$ cat src/hdl/edcl_pkg.sv
`timescale 1ns / 1ps

package edcl_pkg;

	localparam int SEQ_FIELD_W = 14;
	localparam int SEQ_CMP_W   = 16;
	localparam int SEQ_RESET   = 35;
	localparam int POS_W       = 11;
	localparam logic [POS_W-1:0] POS_MAX = '1;

	// received packet layout, byte positions
	localparam logic [POS_W-1:0] POS_CTRL_FIRST = 11'd2;
	localparam logic [POS_W-1:0] POS_CTRL_LAST  = 11'd5;
	localparam logic [POS_W-1:0] POS_ADDR_FIRST = 11'd6;
	localparam logic [POS_W-1:0] POS_ADDR_LAST  = 11'd9;
	localparam logic [POS_W-1:0] POS_DATA_FIRST = 11'd10;

	localparam int QUEUE_DEPTH = 4;
	localparam int QPTR_W      = $clog2(QUEUE_DEPTH);

	// response byte counter: header runs 0..9, a data word 2..5
	localparam logic [3:0] HDR_FIRST  = 4'd0;
	localparam logic [3:0] DATA_FIRST = 4'd2;
	localparam logic [3:0] DATA_END   = 4'd5;
	localparam logic [3:0] HDR_END    = 4'd9;

	typedef enum logic [1:0] {
		KIND_TX = 2'd0,
		KIND_RD = 2'd1,
		KIND_WR = 2'd2
	} kind_t;

	typedef enum logic [1:0] {
		BODY_NONE = 2'd0,
		BODY_HDR  = 2'd1,
		BODY_DATA = 2'd2
	} body_t;

	typedef enum logic [1:0] {
		PH_WR   = 2'd0,
		PH_BODY = 2'd1,
		PH_TAIL = 2'd2
	} phase_t;

	// one queued job: optional bus write, then header or data word, then read request or zeros
	typedef struct packed {
		logic        wr_en;
		logic [31:0] wr_addr;
		logic [31:0] wr_data;
		body_t       body;
		logic [31:0] body_word;
		logic [31:0] body_addr;
		logic        body_last;
		logic        tail_read;
		logic [31:0] tail_addr;
		logic [1:0]  zeros;
	} edcl_cmd_t;

endpackage

$ cat src/hdl/edcl_front.sv
`timescale 1ns / 1ps

module edcl_front #(
	parameter int SEQ_WIDTH = 14
) (
	input  logic                clk,
	input  logic                arst_n,
	input  logic                accept,
	input  logic                action,
	input  logic [7:0]          rx_byte,
	input  logic                rx_last,
	input  logic [31:0]         read_data,
	output logic                push,
	output edcl_pkg::edcl_cmd_t cmd
);
	import edcl_pkg::*;

	logic [SEQ_WIDTH-1:0] seq_q, seq_n;
	logic [POS_W-1:0]     pos_q, pos_n;
	logic [31:0]          ctrl_q, ctrl_n;
	logic [31:0]          addr_q, addr_n;
	logic [23:0]          asm_q, asm_n;
	logic [7:0]           wd_q, wd_n;
	logic                 rd_q, rd_n;
	logic                 rej_q, rej_n;

	logic                 has;
	logic [7:0]           wd_inc;
	logic                 fin;
	logic [1:0]           k;
	logic [SEQ_CMP_W-1:0] seq_ext;
	logic [9:0]           len;

	assign seq_ext = SEQ_CMP_W'(seq_q);
	assign push    = accept && has;

	always_comb begin
		seq_n  = seq_q;
		pos_n  = pos_q;
		ctrl_n = ctrl_q;
		addr_n = addr_q;
		asm_n  = asm_q;
		wd_n   = wd_q;
		rd_n   = rd_q;
		rej_n  = rej_q;
		cmd    = '0;
		cmd.body = BODY_NONE;
		has    = 1'b0;
		wd_inc = wd_q + 8'd1;
		fin    = wd_inc >= ctrl_q[16:9];
		k      = pos_q[1:0] + 2'd2;
		len    = 10'd0;
		if (action) begin
			if (rd_q) begin
				has           = 1'b1;
				cmd.body      = BODY_DATA;
				cmd.body_word = read_data;
				cmd.body_last = fin && (ctrl_q[8:7] == 2'd0);
				if (!fin) begin
					cmd.tail_read = 1'b1;
					cmd.tail_addr = addr_q + {22'd0, wd_inc, 2'b00};
					wd_n          = wd_inc;
				end else begin
					cmd.zeros = ctrl_q[8:7];
					rd_n      = 1'b0;
					wd_n      = 8'd0;
				end
			end
		end else if (!rd_q) begin
			if (pos_q >= POS_CTRL_FIRST && pos_q <= POS_CTRL_LAST) begin
				ctrl_n = {ctrl_q[23:0], rx_byte};
			end else if (pos_q >= POS_ADDR_FIRST && pos_q <= POS_ADDR_LAST) begin
				addr_n = {addr_q[23:0], rx_byte};
				if (pos_q == POS_ADDR_LAST) begin
					rej_n = SEQ_CMP_W'(ctrl_q[31:18]) != seq_ext;
					wd_n  = 8'd0;
				end
			end else if (pos_q >= POS_DATA_FIRST && !rej_q && ctrl_q[17]) begin
				if (k != 2'd3) begin
					asm_n = {asm_q[15:0], rx_byte};
				end else if (wd_q < ctrl_q[16:9]) begin
					has         = 1'b1;
					cmd.wr_en   = 1'b1;
					cmd.wr_addr = addr_q + {22'd0, wd_q, 2'b00};
					cmd.wr_data = {asm_q, rx_byte};
					wd_n        = wd_inc;
				end
			end

			if (rx_last) begin
				if (pos_q >= POS_ADDR_LAST) begin
					has           = 1'b1;
					cmd.body      = BODY_HDR;
					cmd.body_addr = addr_n;
					if (rej_n) begin
						// nak: expected sequence, zero length
						cmd.body_word = {seq_ext[SEQ_FIELD_W-1:0], 1'b1, 10'd0, ctrl_n[6:0]};
						cmd.body_last = 1'b1;
					end else begin
						len           = ctrl_n[16:7];
						cmd.body_word = {seq_ext[SEQ_FIELD_W-1:0], 1'b0, len, ctrl_n[6:0]};
						seq_n         = seq_q + 1'b1;
						if (ctrl_n[17]) begin
							cmd.body_last = 1'b1;
						end else begin
							cmd.body_last = len == 10'd0;
							if (ctrl_n[16:9] != 8'd0) begin
								cmd.tail_read = 1'b1;
								cmd.tail_addr = addr_n;
								rd_n          = 1'b1;
							end else begin
								cmd.zeros = ctrl_n[8:7];
							end
						end
					end
				end
				pos_n = '0;
				wd_n  = 8'd0;
				asm_n = 24'd0;
				rej_n = 1'b0;
			end else if (pos_q != POS_MAX) begin
				pos_n = pos_q + 1'b1;
			end
		end
	end

	always_ff @(posedge clk or negedge arst_n) begin
		if (!arst_n) begin
			seq_q  <= SEQ_WIDTH'(SEQ_RESET);
			pos_q  <= '0;
			ctrl_q <= '0;
			addr_q <= '0;
			asm_q  <= '0;
			wd_q   <= '0;
			rd_q   <= 1'b0;
			rej_q  <= 1'b0;
		end else if (accept) begin
			seq_q  <= seq_n;
			pos_q  <= pos_n;
			ctrl_q <= ctrl_n;
			addr_q <= addr_n;
			asm_q  <= asm_n;
			wd_q   <= wd_n;
			rd_q   <= rd_n;
			rej_q  <= rej_n;
		end
	end

endmodule

$ cat src/hdl/edcl_cmd_fifo.sv
`timescale 1ns / 1ps

module edcl_cmd_fifo (
	input  logic                clk,
	input  logic                arst_n,
	input  logic                push,
	input  edcl_pkg::edcl_cmd_t cmd_in,
	input  logic                pop,
	output edcl_pkg::edcl_cmd_t head,
	output logic                full,
	output logic                empty
);
	import edcl_pkg::*;

	edcl_cmd_t         mem_q [QUEUE_DEPTH];
	logic [QPTR_W-1:0] wr_ptr_q;
	logic [QPTR_W-1:0] rd_ptr_q;
	logic [QPTR_W:0]   count_q;

	assign head  = mem_q[rd_ptr_q];
	assign full  = count_q == (QPTR_W+1)'(QUEUE_DEPTH);
	assign empty = count_q == '0;

	always_ff @(posedge clk) begin
		if (push) begin
			mem_q[wr_ptr_q] <= cmd_in;
		end
	end

	always_ff @(posedge clk or negedge arst_n) begin
		if (!arst_n) begin
			wr_ptr_q <= '0;
			rd_ptr_q <= '0;
			count_q  <= '0;
		end else begin
			if (push) begin
				wr_ptr_q <= wr_ptr_q + 1'b1;
			end
			if (pop) begin
				rd_ptr_q <= rd_ptr_q + 1'b1;
			end
			if (push && !pop) begin
				count_q <= count_q + 1'b1;
			end else if (pop && !push) begin
				count_q <= count_q - 1'b1;
			end
		end
	end

endmodule

$ cat src/hdl/edcl_back.sv
`timescale 1ns / 1ps

module edcl_back (
	input  logic                clk,
	input  logic                arst_n,
	input  edcl_pkg::edcl_cmd_t head,
	input  logic                empty,
	output logic                pop,
	input  logic                out_ready,
	output logic                out_valid,
	output logic [1:0]          out_kind,
	output logic [7:0]          tx_byte,
	output logic                tx_last,
	output logic [31:0]         bus_address,
	output logic [31:0]         bus_write_data
);
	import edcl_pkg::*;

	logic        started_q;
	phase_t      phase_q;
	logic [3:0]  cnt_q;

	logic        out_valid_q;
	kind_t       kind_q;
	logic [7:0]  byte_q;
	logic        last_q;
	logic [31:0] addr_q;
	logic [31:0] data_q;

	phase_t      eff_phase, nxt_phase;
	logic [3:0]  eff_cnt, nxt_cnt, body_end;
	logic        tail_empty, final_item, advance;
	kind_t       kind_d;
	logic [7:0]  byte_d;
	logic        last_d;
	logic [31:0] addr_d;
	logic [31:0] data_d;

	assign tail_empty = !head.tail_read && (head.zeros == 2'd0);
	assign body_end   = (head.body == BODY_HDR) ? HDR_END : DATA_END;
	assign advance    = !empty && (!out_valid_q || out_ready);
	assign pop        = advance && final_item;

	always_comb begin
		if (started_q) begin
			eff_phase = phase_q;
			eff_cnt   = cnt_q;
		end else begin
			if (head.wr_en) begin
				eff_phase = PH_WR;
			end else if (head.body != BODY_NONE) begin
				eff_phase = PH_BODY;
			end else begin
				eff_phase = PH_TAIL;
			end
			eff_cnt = (!head.wr_en && head.body == BODY_DATA) ? DATA_FIRST : HDR_FIRST;
		end

		kind_d     = KIND_TX;
		byte_d     = 8'd0;
		last_d     = 1'b0;
		addr_d     = 32'd0;
		data_d     = 32'd0;
		final_item = 1'b1;
		nxt_phase  = eff_phase;
		nxt_cnt    = eff_cnt + 4'd1;

		case (eff_phase)
			PH_WR: begin
				kind_d     = KIND_WR;
				addr_d     = head.wr_addr;
				data_d     = head.wr_data;
				final_item = (head.body == BODY_NONE) && tail_empty;
				nxt_phase  = (head.body != BODY_NONE) ? PH_BODY : PH_TAIL;
				nxt_cnt    = (head.body == BODY_DATA) ? DATA_FIRST : HDR_FIRST;
			end
			PH_BODY: begin
				case (eff_cnt)
					4'd2:    byte_d = head.body_word[31:24];
					4'd3:    byte_d = head.body_word[23:16];
					4'd4:    byte_d = head.body_word[15:8];
					4'd5:    byte_d = head.body_word[7:0];
					4'd6:    byte_d = head.body_addr[31:24];
					4'd7:    byte_d = head.body_addr[23:16];
					4'd8:    byte_d = head.body_addr[15:8];
					4'd9:    byte_d = head.body_addr[7:0];
					default: byte_d = 8'd0;
				endcase
				last_d     = (eff_cnt == body_end) && head.body_last;
				final_item = (eff_cnt == body_end) && tail_empty;
				if (eff_cnt == body_end) begin
					nxt_phase = PH_TAIL;
					nxt_cnt   = 4'd0;
				end
			end
			PH_TAIL: begin
				if (head.tail_read) begin
					kind_d = KIND_RD;
					addr_d = head.tail_addr;
				end else begin
					// zero padding for leftover length bytes
					last_d     = eff_cnt[1:0] == (head.zeros - 2'd1);
					final_item = last_d;
				end
			end
			default: begin
				final_item = 1'b1;
			end
		endcase
	end

	always_ff @(posedge clk or negedge arst_n) begin
		if (!arst_n) begin
			started_q   <= 1'b0;
			phase_q     <= PH_WR;
			cnt_q       <= '0;
			out_valid_q <= 1'b0;
		end else if (advance) begin
			out_valid_q <= 1'b1;
			started_q   <= !final_item;
			phase_q     <= nxt_phase;
			cnt_q       <= nxt_cnt;
		end else if (out_ready) begin
			out_valid_q <= 1'b0;
		end
	end

	always_ff @(posedge clk) begin
		if (advance) begin
			kind_q <= kind_d;
			byte_q <= byte_d;
			last_q <= last_d;
			addr_q <= addr_d;
			data_q <= data_d;
		end
	end

	assign out_valid      = out_valid_q;
	assign out_kind       = kind_q;
	assign tx_byte        = byte_q;
	assign tx_last        = last_q;
	assign bus_address    = addr_q;
	assign bus_write_data = data_q;

endmodule

$ cat src/hdl/edcl_link_engine.sv
`timescale 1ns / 1ps

// debug link engine, link side
// input channel (in_valid/in_ready): action 0 carries one received payload byte with
// rx_last on the final byte of a packet; action 1 carries one bus read word (read_data)
// output channel (out_valid/out_ready): out_kind 0 is a response byte (tx_byte, tx_last),
// 1 a bus read request, 2 a bus write request (bus_address, bus_write_data)
// the parser takes one transfer per cycle while in_ready is high and queues at most one
// job per transfer into a 4-deep job queue; the emitter turns each job into results, one
// per cycle unless out_ready stalls it; a header job is 10 results plus a read request or
// up to 3 zero bytes, a returned read word 4 plus a read request or up to 3 zero bytes,
// a write one (11 with a header), so the sustained input rate is set by the emitter when
// responses are long; a job enters the queue as its transfer is accepted, and its first
// result goes from queue head to the output register, which a stalled receiver holds;
// the queue then fills and in_ready drops after four pending jobs, with no transfer lost
// reset clears the parser, queue and output valid flag; expected sequence starts at 35

module edcl_link_engine #(
	parameter int SEQ_WIDTH = 14
) (
	input  logic        clk,
	input  logic        arst_n,
	input  logic        in_valid,
	output logic        in_ready,
	input  logic        action,
	input  logic [7:0]  rx_byte,
	input  logic        rx_last,
	input  logic [31:0] read_data,
	output logic        out_valid,
	input  logic        out_ready,
	output logic [1:0]  out_kind,
	output logic [7:0]  tx_byte,
	output logic        tx_last,
	output logic [31:0] bus_address,
	output logic [31:0] bus_write_data
);
	import edcl_pkg::*;

	logic      accept;
	logic      push, pop, full, empty;
	edcl_cmd_t cmd, head;

	assign in_ready = !full;
	assign accept   = in_valid && in_ready;

	edcl_front #(
		.SEQ_WIDTH(SEQ_WIDTH)
	) u_front (
		.clk       (clk),
		.arst_n    (arst_n),
		.accept    (accept),
		.action    (action),
		.rx_byte   (rx_byte),
		.rx_last   (rx_last),
		.read_data (read_data),
		.push      (push),
		.cmd       (cmd)
	);

	edcl_cmd_fifo u_fifo (
		.clk    (clk),
		.arst_n (arst_n),
		.push   (push),
		.cmd_in (cmd),
		.pop    (pop),
		.head   (head),
		.full   (full),
		.empty  (empty)
	);

	edcl_back u_back (
		.clk            (clk),
		.arst_n         (arst_n),
		.head           (head),
		.empty          (empty),
		.pop            (pop),
		.out_ready      (out_ready),
		.out_valid      (out_valid),
		.out_kind       (out_kind),
		.tx_byte        (tx_byte),
		.tx_last        (tx_last),
		.bus_address    (bus_address),
		.bus_write_data (bus_write_data)
	);

endmodule
$ cat config.mk
export PLATFORM = sky130hd
export DESIGN_NAME = edcl_link_engine
export DESIGN_NICKNAME = d
export VERILOG_FILES = /design/src/hdl/edcl_pkg.sv /design/src/hdl/edcl_front.sv /design/src/hdl/edcl_cmd_fifo.sv /design/src/hdl/edcl_back.sv /design/src/hdl/edcl_link_engine.sv
export SDC_FILE = /design/constraint.sdc
export NUM_CORES = 1
export LEC_CHECK = 0
export ABC_AREA = 1
export BUFFER_PORTS_ARGS = -buffer_cell sky130_fd_sc_hd__clkbuf_2
export CORE_ASPECT_RATIO = 2
export CORE_UTILIZATION = 34
export CTS_CLUSTER_DIAMETER = 200
export DETAILED_ROUTE_END_ITERATION = 8
export PLACE_DENSITY = 0.52
export SLEW_MARGIN = 20
export SYNTH_ARGS = -nofsm -noshare
export SYNTH_HDL_FRONTEND = slang
export SYNTH_SLANG_ARGS = --single-unit
$ cat constraint.sdc
create_clock -name clk -period 18.1 [get_ports clk]
set_input_delay 0.905 -clock clk [delete_from_list [all_inputs] [get_ports clk]]
set_output_delay 0.905 -clock clk [all_outputs]
set_load 0.01 [all_outputs]
==> tab_implementation.tex <==
\begin{tabular}{lr}
\hline
Metric & Value \\
\hline
\multicolumn{2}{l}{\textbf{Global route}} \\
\quad Maximum number of pins on one net before global-route repair & 150 \\
\quad Total track usage & 19.7\% \\
\quad Via count of the first global-routing pass & 27.1k \\
\quad Wire length of the first global-routing pass & 172000 um \\
\quad Initial antenna violation count & 3 \\
\quad Global-route congestion overflow total & 0 \\
\multicolumn{2}{l}{\textbf{STA}} \\
\quad Final-layout setup total negative slack & 0 ns \\
\quad Max-slew violation count & 0 \\
\quad Tightest slew margin relative to the limit & 23.1\% \\
\quad Final number of hold-violating endpoints & 0 \\
\quad Setup violation total in the final timing report & 0 \\
\quad Tmin final & 5.42 ns \\
\quad Unrepaired setup endpoints after global routing & false \\
\quad Final period util & 29.9\% \\
\quad Clk\_skew & 0.0359 ns \\
\quad Maximum operating frequency & 185 MHz \\
\quad Worst Max-Slew Pin Slew & 1.15 ns \\
\multicolumn{2}{l}{\textbf{Route}} \\
\quad Met2 WL & 62700 um \\
\quad Top routing layer in use & met4 \\
\quad Post-route ant nets & 0 \\
\quad WL/cell & 22.0 um \\
\quad Via count & 26.9k \\
\quad Met3 wire length & 4040 um \\
\quad First-pass iteration count of the detailed router & 7 \\
\quad Initial DRC Count & 1842 \\
\quad Metal-1 WL & 43100 um \\
\quad Drt via density & 5.14 \\
\quad Remaining design rule violation count & 0 \\
\quad Total Routed Length & 115000 um \\
\multicolumn{2}{l}{\textbf{Clock network}} \\
\quad Cts bufs inserted & 79 \\
\quad Cell at the root of the clock tree & sky130\_fd\_sc\_hd\_\_clkbuf\_16 \\
\quad Clock-pin slew of the registers on the worst-case setup and hold paths & 0.08 ns \\
\quad Setup Fix Bufs, Post-CTS & 0 \\
\quad Number of sinks on the clock net & 881 \\
\quad Deepest level of the CTS H-tree & 3 \\
\quad Resized cells post-CTS & 0 \\
\quad Maximum number of buffers from clock root to sink & 3 \\
\quad Quantity of hold-fixing buffers added after cts & 0 \\
\quad CTS tree & yes \\
\quad Worst-Skew Late Latency & 0.69 ns \\
\multicolumn{2}{l}{\textbf{Placement}} \\
\quad Total cell area at the placement stage & 0.0409 mm\^{}2 \\
\quad GPL Wtd Cong & 0.898 \\
\quad Number of buffer cells added on primary ports & 122 \\
\quad HPWL reported at the end of detailed placement & 76100 um \\
\multicolumn{2}{l}{\textbf{Floorplanning}} \\
\quad Number of standard-cell rows in the floorplan & 175 \\
\quad Overall die area & 0.116 mm\^{}2 \\
\quad Starting density of the core & 34.3\% \\
\quad \# IOs & 123 \\
\quad Area of the core & 0.114 mm\^{}2 \\
\quad Height of the die & 481 um \\
\quad X dimension of the die & 242 um \\
\multicolumn{2}{l}{\textbf{Finish}} \\
\quad Filler Cell Count & 11.0k \\
\quad Summed area of non-filler cells in the final layout & 0.0436 mm\^{}2 \\
\quad Layout-stage area growth over the synthesis result & 11.8\% \\
\quad FF+latch area & 0.0258 mm\^{}2 \\
\quad Multi-input logic area & 0.0114 mm\^{}2 \\
\quad Fraction of final layout cells sized beyond drive strength 1 & 9.32\% \\
\quad Core occupancy in the finished layout & 38.4\% \\
\quad Number of nets at the end of the flow & 3769 \\
\multicolumn{2}{l}{\textbf{Run status}} \\
\quad Result of the run & finished clean \\
\multicolumn{2}{l}{\textbf{Worst setup path}} \\
\quad Crit path max-delay cell type & sky130\_fd\_sc\_hd\_\_buf\_4 \\
\quad Peak per-stage delay on the critical path & 0.76 ns \\
\quad Crit-path leading delay family & buffers and inverters \\
\quad Required time worst endpoint & 18.40 ns \\
\quad Cell with the most instances on the worst path & sky130\_fd\_sc\_hd\_\_buf\_4 \\
\quad Element type at the critical path end & register \\
\quad Worst Path Arrival & 5.72 ns \\
\quad Worst path bufs/invs & 4 \\
\quad Critical Path Start Type & register \\
\quad Critical path peak fanout & 53 \\
\quad Type of the worst setup path & register to register \\
\quad List of cells traversed by the critical path & inv\_1, ha\_1, a21oi\_1, o21ai\_0, nand4\_1, nand2\_1, nor2\_1, nand3\_1, nand2\_1, nand2\_2, nor2\_4, buf\_4, buf\_4, buf\_4 \\
\multicolumn{2}{l}{\textbf{Power and ir drop}} \\
\quad Total leakage power & 16.4 nW \\
\quad Power Dens Cells & 160 mW/mm\^{}2 \\
\quad Largest voltage drop on the vdd net & 0.0000763 V \\
\multicolumn{2}{l}{\textbf{Synthesis}} \\
\quad Netlist area before placement & 0.0390 mm\^{}2 \\
\quad Total number of yosys warnings & 0 \\
\quad Count of mapped cells out of synthesis & 3627 \\
\quad Synthesized area per cell & 10.8 um\^{}2 \\
\quad Number of distinct library cells after synthesis & 57 \\
\quad Synthesized flop and latch total & 881 \\
\quad Sequential fraction of the synthesis area & 66.1\% \\
\quad Mapped Nets & 3729 \\
\quad Share of flip-flops with an asynchronous set or reset & 15.7\% \\
\quad Top\_reg\_cell synth & sky130\_fd\_sc\_hd\_\_edfxtp\_1 \\
\quad Number of enable-type register cells in the synthesized netlist & 743 \\
\multicolumn{2}{l}{\textbf{Flow run}} \\
\quad Maxcap violations & 0 \\
\multicolumn{2}{l}{\textbf{Worst hold path}} \\
\quad Min-delay worst type & input pin to asynchronous set/reset pin \\
\hline
\end{tabular}
cells in the mapped netlist (53+ instances only):
cell	n	area share, %
sky130_fd_sc_hd__nand3_1	110	1.4
sky130_fd_sc_hd__o22ai_1	133	2.1
sky130_fd_sc_hd__o21ai_0	476	6.1
sky130_fd_sc_hd__nand2_1	545	5.2
sky130_fd_sc_hd__edfxtp_1	743	57
sky130_fd_sc_hd__inv_1	249	2.4
sky130_fd_sc_hd__ha_1	53	1.7
sky130_fd_sc_hd__a21oi_1	89	1.1
sky130_fd_sc_hd__dfrtp_1	135	8.7
sky130_fd_sc_hd__clkbuf_1	110	1.1
sky130_fd_sc_hd__nor2_1	585	5.6
sky130_fd_sc_hd__nand4_1	60	0.96
power by group:
| group | switching (mW) | total [mW] | internal [mW] |
|---|---|---|---|
| Combinational | 1.73 | 2.40 | 0.671 |
| Clock | 0.783 | 1.74 | 0.959 |
| Sequential | 0.256 | 2.84 | 2.58 |
| Total | 2.77 | 6.98 | 4.21 |
worst paths after layout:
kind / start / endpoint / slack (ns) / cells after the start
setup / recovery: u_front.ctrl_q[12] / u_fifo.mem_q[3][67] / 12.68 / 14
hold / removal: arst_n / u_front.seq_q[8] / 0.30 / 1
setup reg to reg: u_front.ctrl_q[12] / u_fifo.mem_q[3][67] / 12.68 / 14
hold reg to reg: u_front.ctrl_q[15] / u_front.ctrl_q[15] / 0.49 / 2
max in group asynchronous: arst_n / u_front.addr_q[31] / 16.32 / 2
min in group clk: out_ready / u_back.out_valid / 0.43 / 2
area by class of cell:
cell class,instances,area share (%)
Inverter,258,2.24
Timing Repair Buffer,154,2.05
Clock buffer,95,4.83
Tap cell,1504,4.31
Sequential cell,881,59.1
Clock inverter,52,1.27
Multi-Input combinational cell,2293,26.2
Antenna cell,1,0.00574
placed cells by master (no fill, tap or decap), types with 4 or more instances in the layout:
cell                         instances
sky130_fd_sc_hd__clkinvlp_4         10
sky130_fd_sc_hd__clkbuf_8            5
sky130_fd_sc_hd__a21o_1              5
sky130_fd_sc_hd__inv_2               6
sky130_fd_sc_hd__nand3b_1            4
sky130_fd_sc_hd__a22o_1             33
sky130_fd_sc_hd__edfxtp_1          743
sky130_fd_sc_hd__a21oi_1            89
sky130_fd_sc_hd__a221oi_1            7
sky130_fd_sc_hd__clkbuf_2          121
sky130_fd_sc_hd__nor2_4             10
sky130_fd_sc_hd__clkinv_4            4
sky130_fd_sc_hd__o22ai_1           133
sky130_fd_sc_hd__xor2_1             41
sky130_fd_sc_hd__xnor2_1             7
sky130_fd_sc_hd__nand2_1           543
sky130_fd_sc_hd__nor2_2             10
sky130_fd_sc_hd__nor2_1            580
sky130_fd_sc_hd__clkbuf_16          80
sky130_fd_sc_hd__bufinv_16           8
sky130_fd_sc_hd__clkinv_1           10
sky130_fd_sc_hd__buf_4              29
sky130_fd_sc_hd__nor4_1              4
sky130_fd_sc_hd__clkbuf_1           10
sky130_fd_sc_hd__clkinv_2           17
sky130_fd_sc_hd__inv_1             246
sky130_fd_sc_hd__nand2_2             8
sky130_fd_sc_hd__o21ai_1            35
sky130_fd_sc_hd__o31ai_1             6
sky130_fd_sc_hd__nand4_1            60
sky130_fd_sc_hd__nand3_1           110
sky130_fd_sc_hd__o21ai_0           476
sky130_fd_sc_hd__or2_2               5
sky130_fd_sc_hd__ha_1               52
sky130_fd_sc_hd__nor3_1             38
sky130_fd_sc_hd__dfrtp_1           133
state kept, by name, indices dropped and copies added (netlist names), 4 cells and up:
name and cells:
u_front.ctrl_q 32, u_back.cnt_q 4, u_front.seq_q 14, u_front.addr_q 32
u_front.pos_q 11, u_back.tx_byte 8, u_fifo.mem_q 668, u_back.bus_address 32
u_front.wd_q 8, u_back.bus_write_data 32, u_front.asm_q 24
logic make-up after synthesis:
group                    count (synthesis)  synth area share [%]
AND/OR/NAND/NOR                       1385                  14.8
flip-flops                             881                  66.1
AO/OA/AOI/OAI                          802                  11.4
buffers and inverters                  453                  4.85
adder cells (fa/ha/maj)                 56                  1.85
XOR/XNOR                                48                  1.08
multiplexers                             2                0.0577
metrics by stage:
stage / cells / hold slack (ns) / setup slack, ns / total power [mW]
after global routing: 5238 / 0.336 / 12.31 / 7.39
final: 5238 / 0.299 / 12.68 / 6.98
after floorplan: 3627 / 0.449 / 8.92 / 4.40
after detailed placement: 5090 / 0.470 / 12.35 / 5.32
after CTS: 5237 / 0.292 / 12.56 / 7.06
after global placement: 5090 / 0.467 / 12.44 / 5.30
layer usage:
layer | up-vias | global-route usage, %
li1 | 12700 | -
met1 | 13300 | 21.3
met2 | 639 | 37.7
met3 | 194 | 2.47
met4 | 0 | 9.33
met5 | - | 0
No activity file was read; power rests on OpenSTA's default activity.
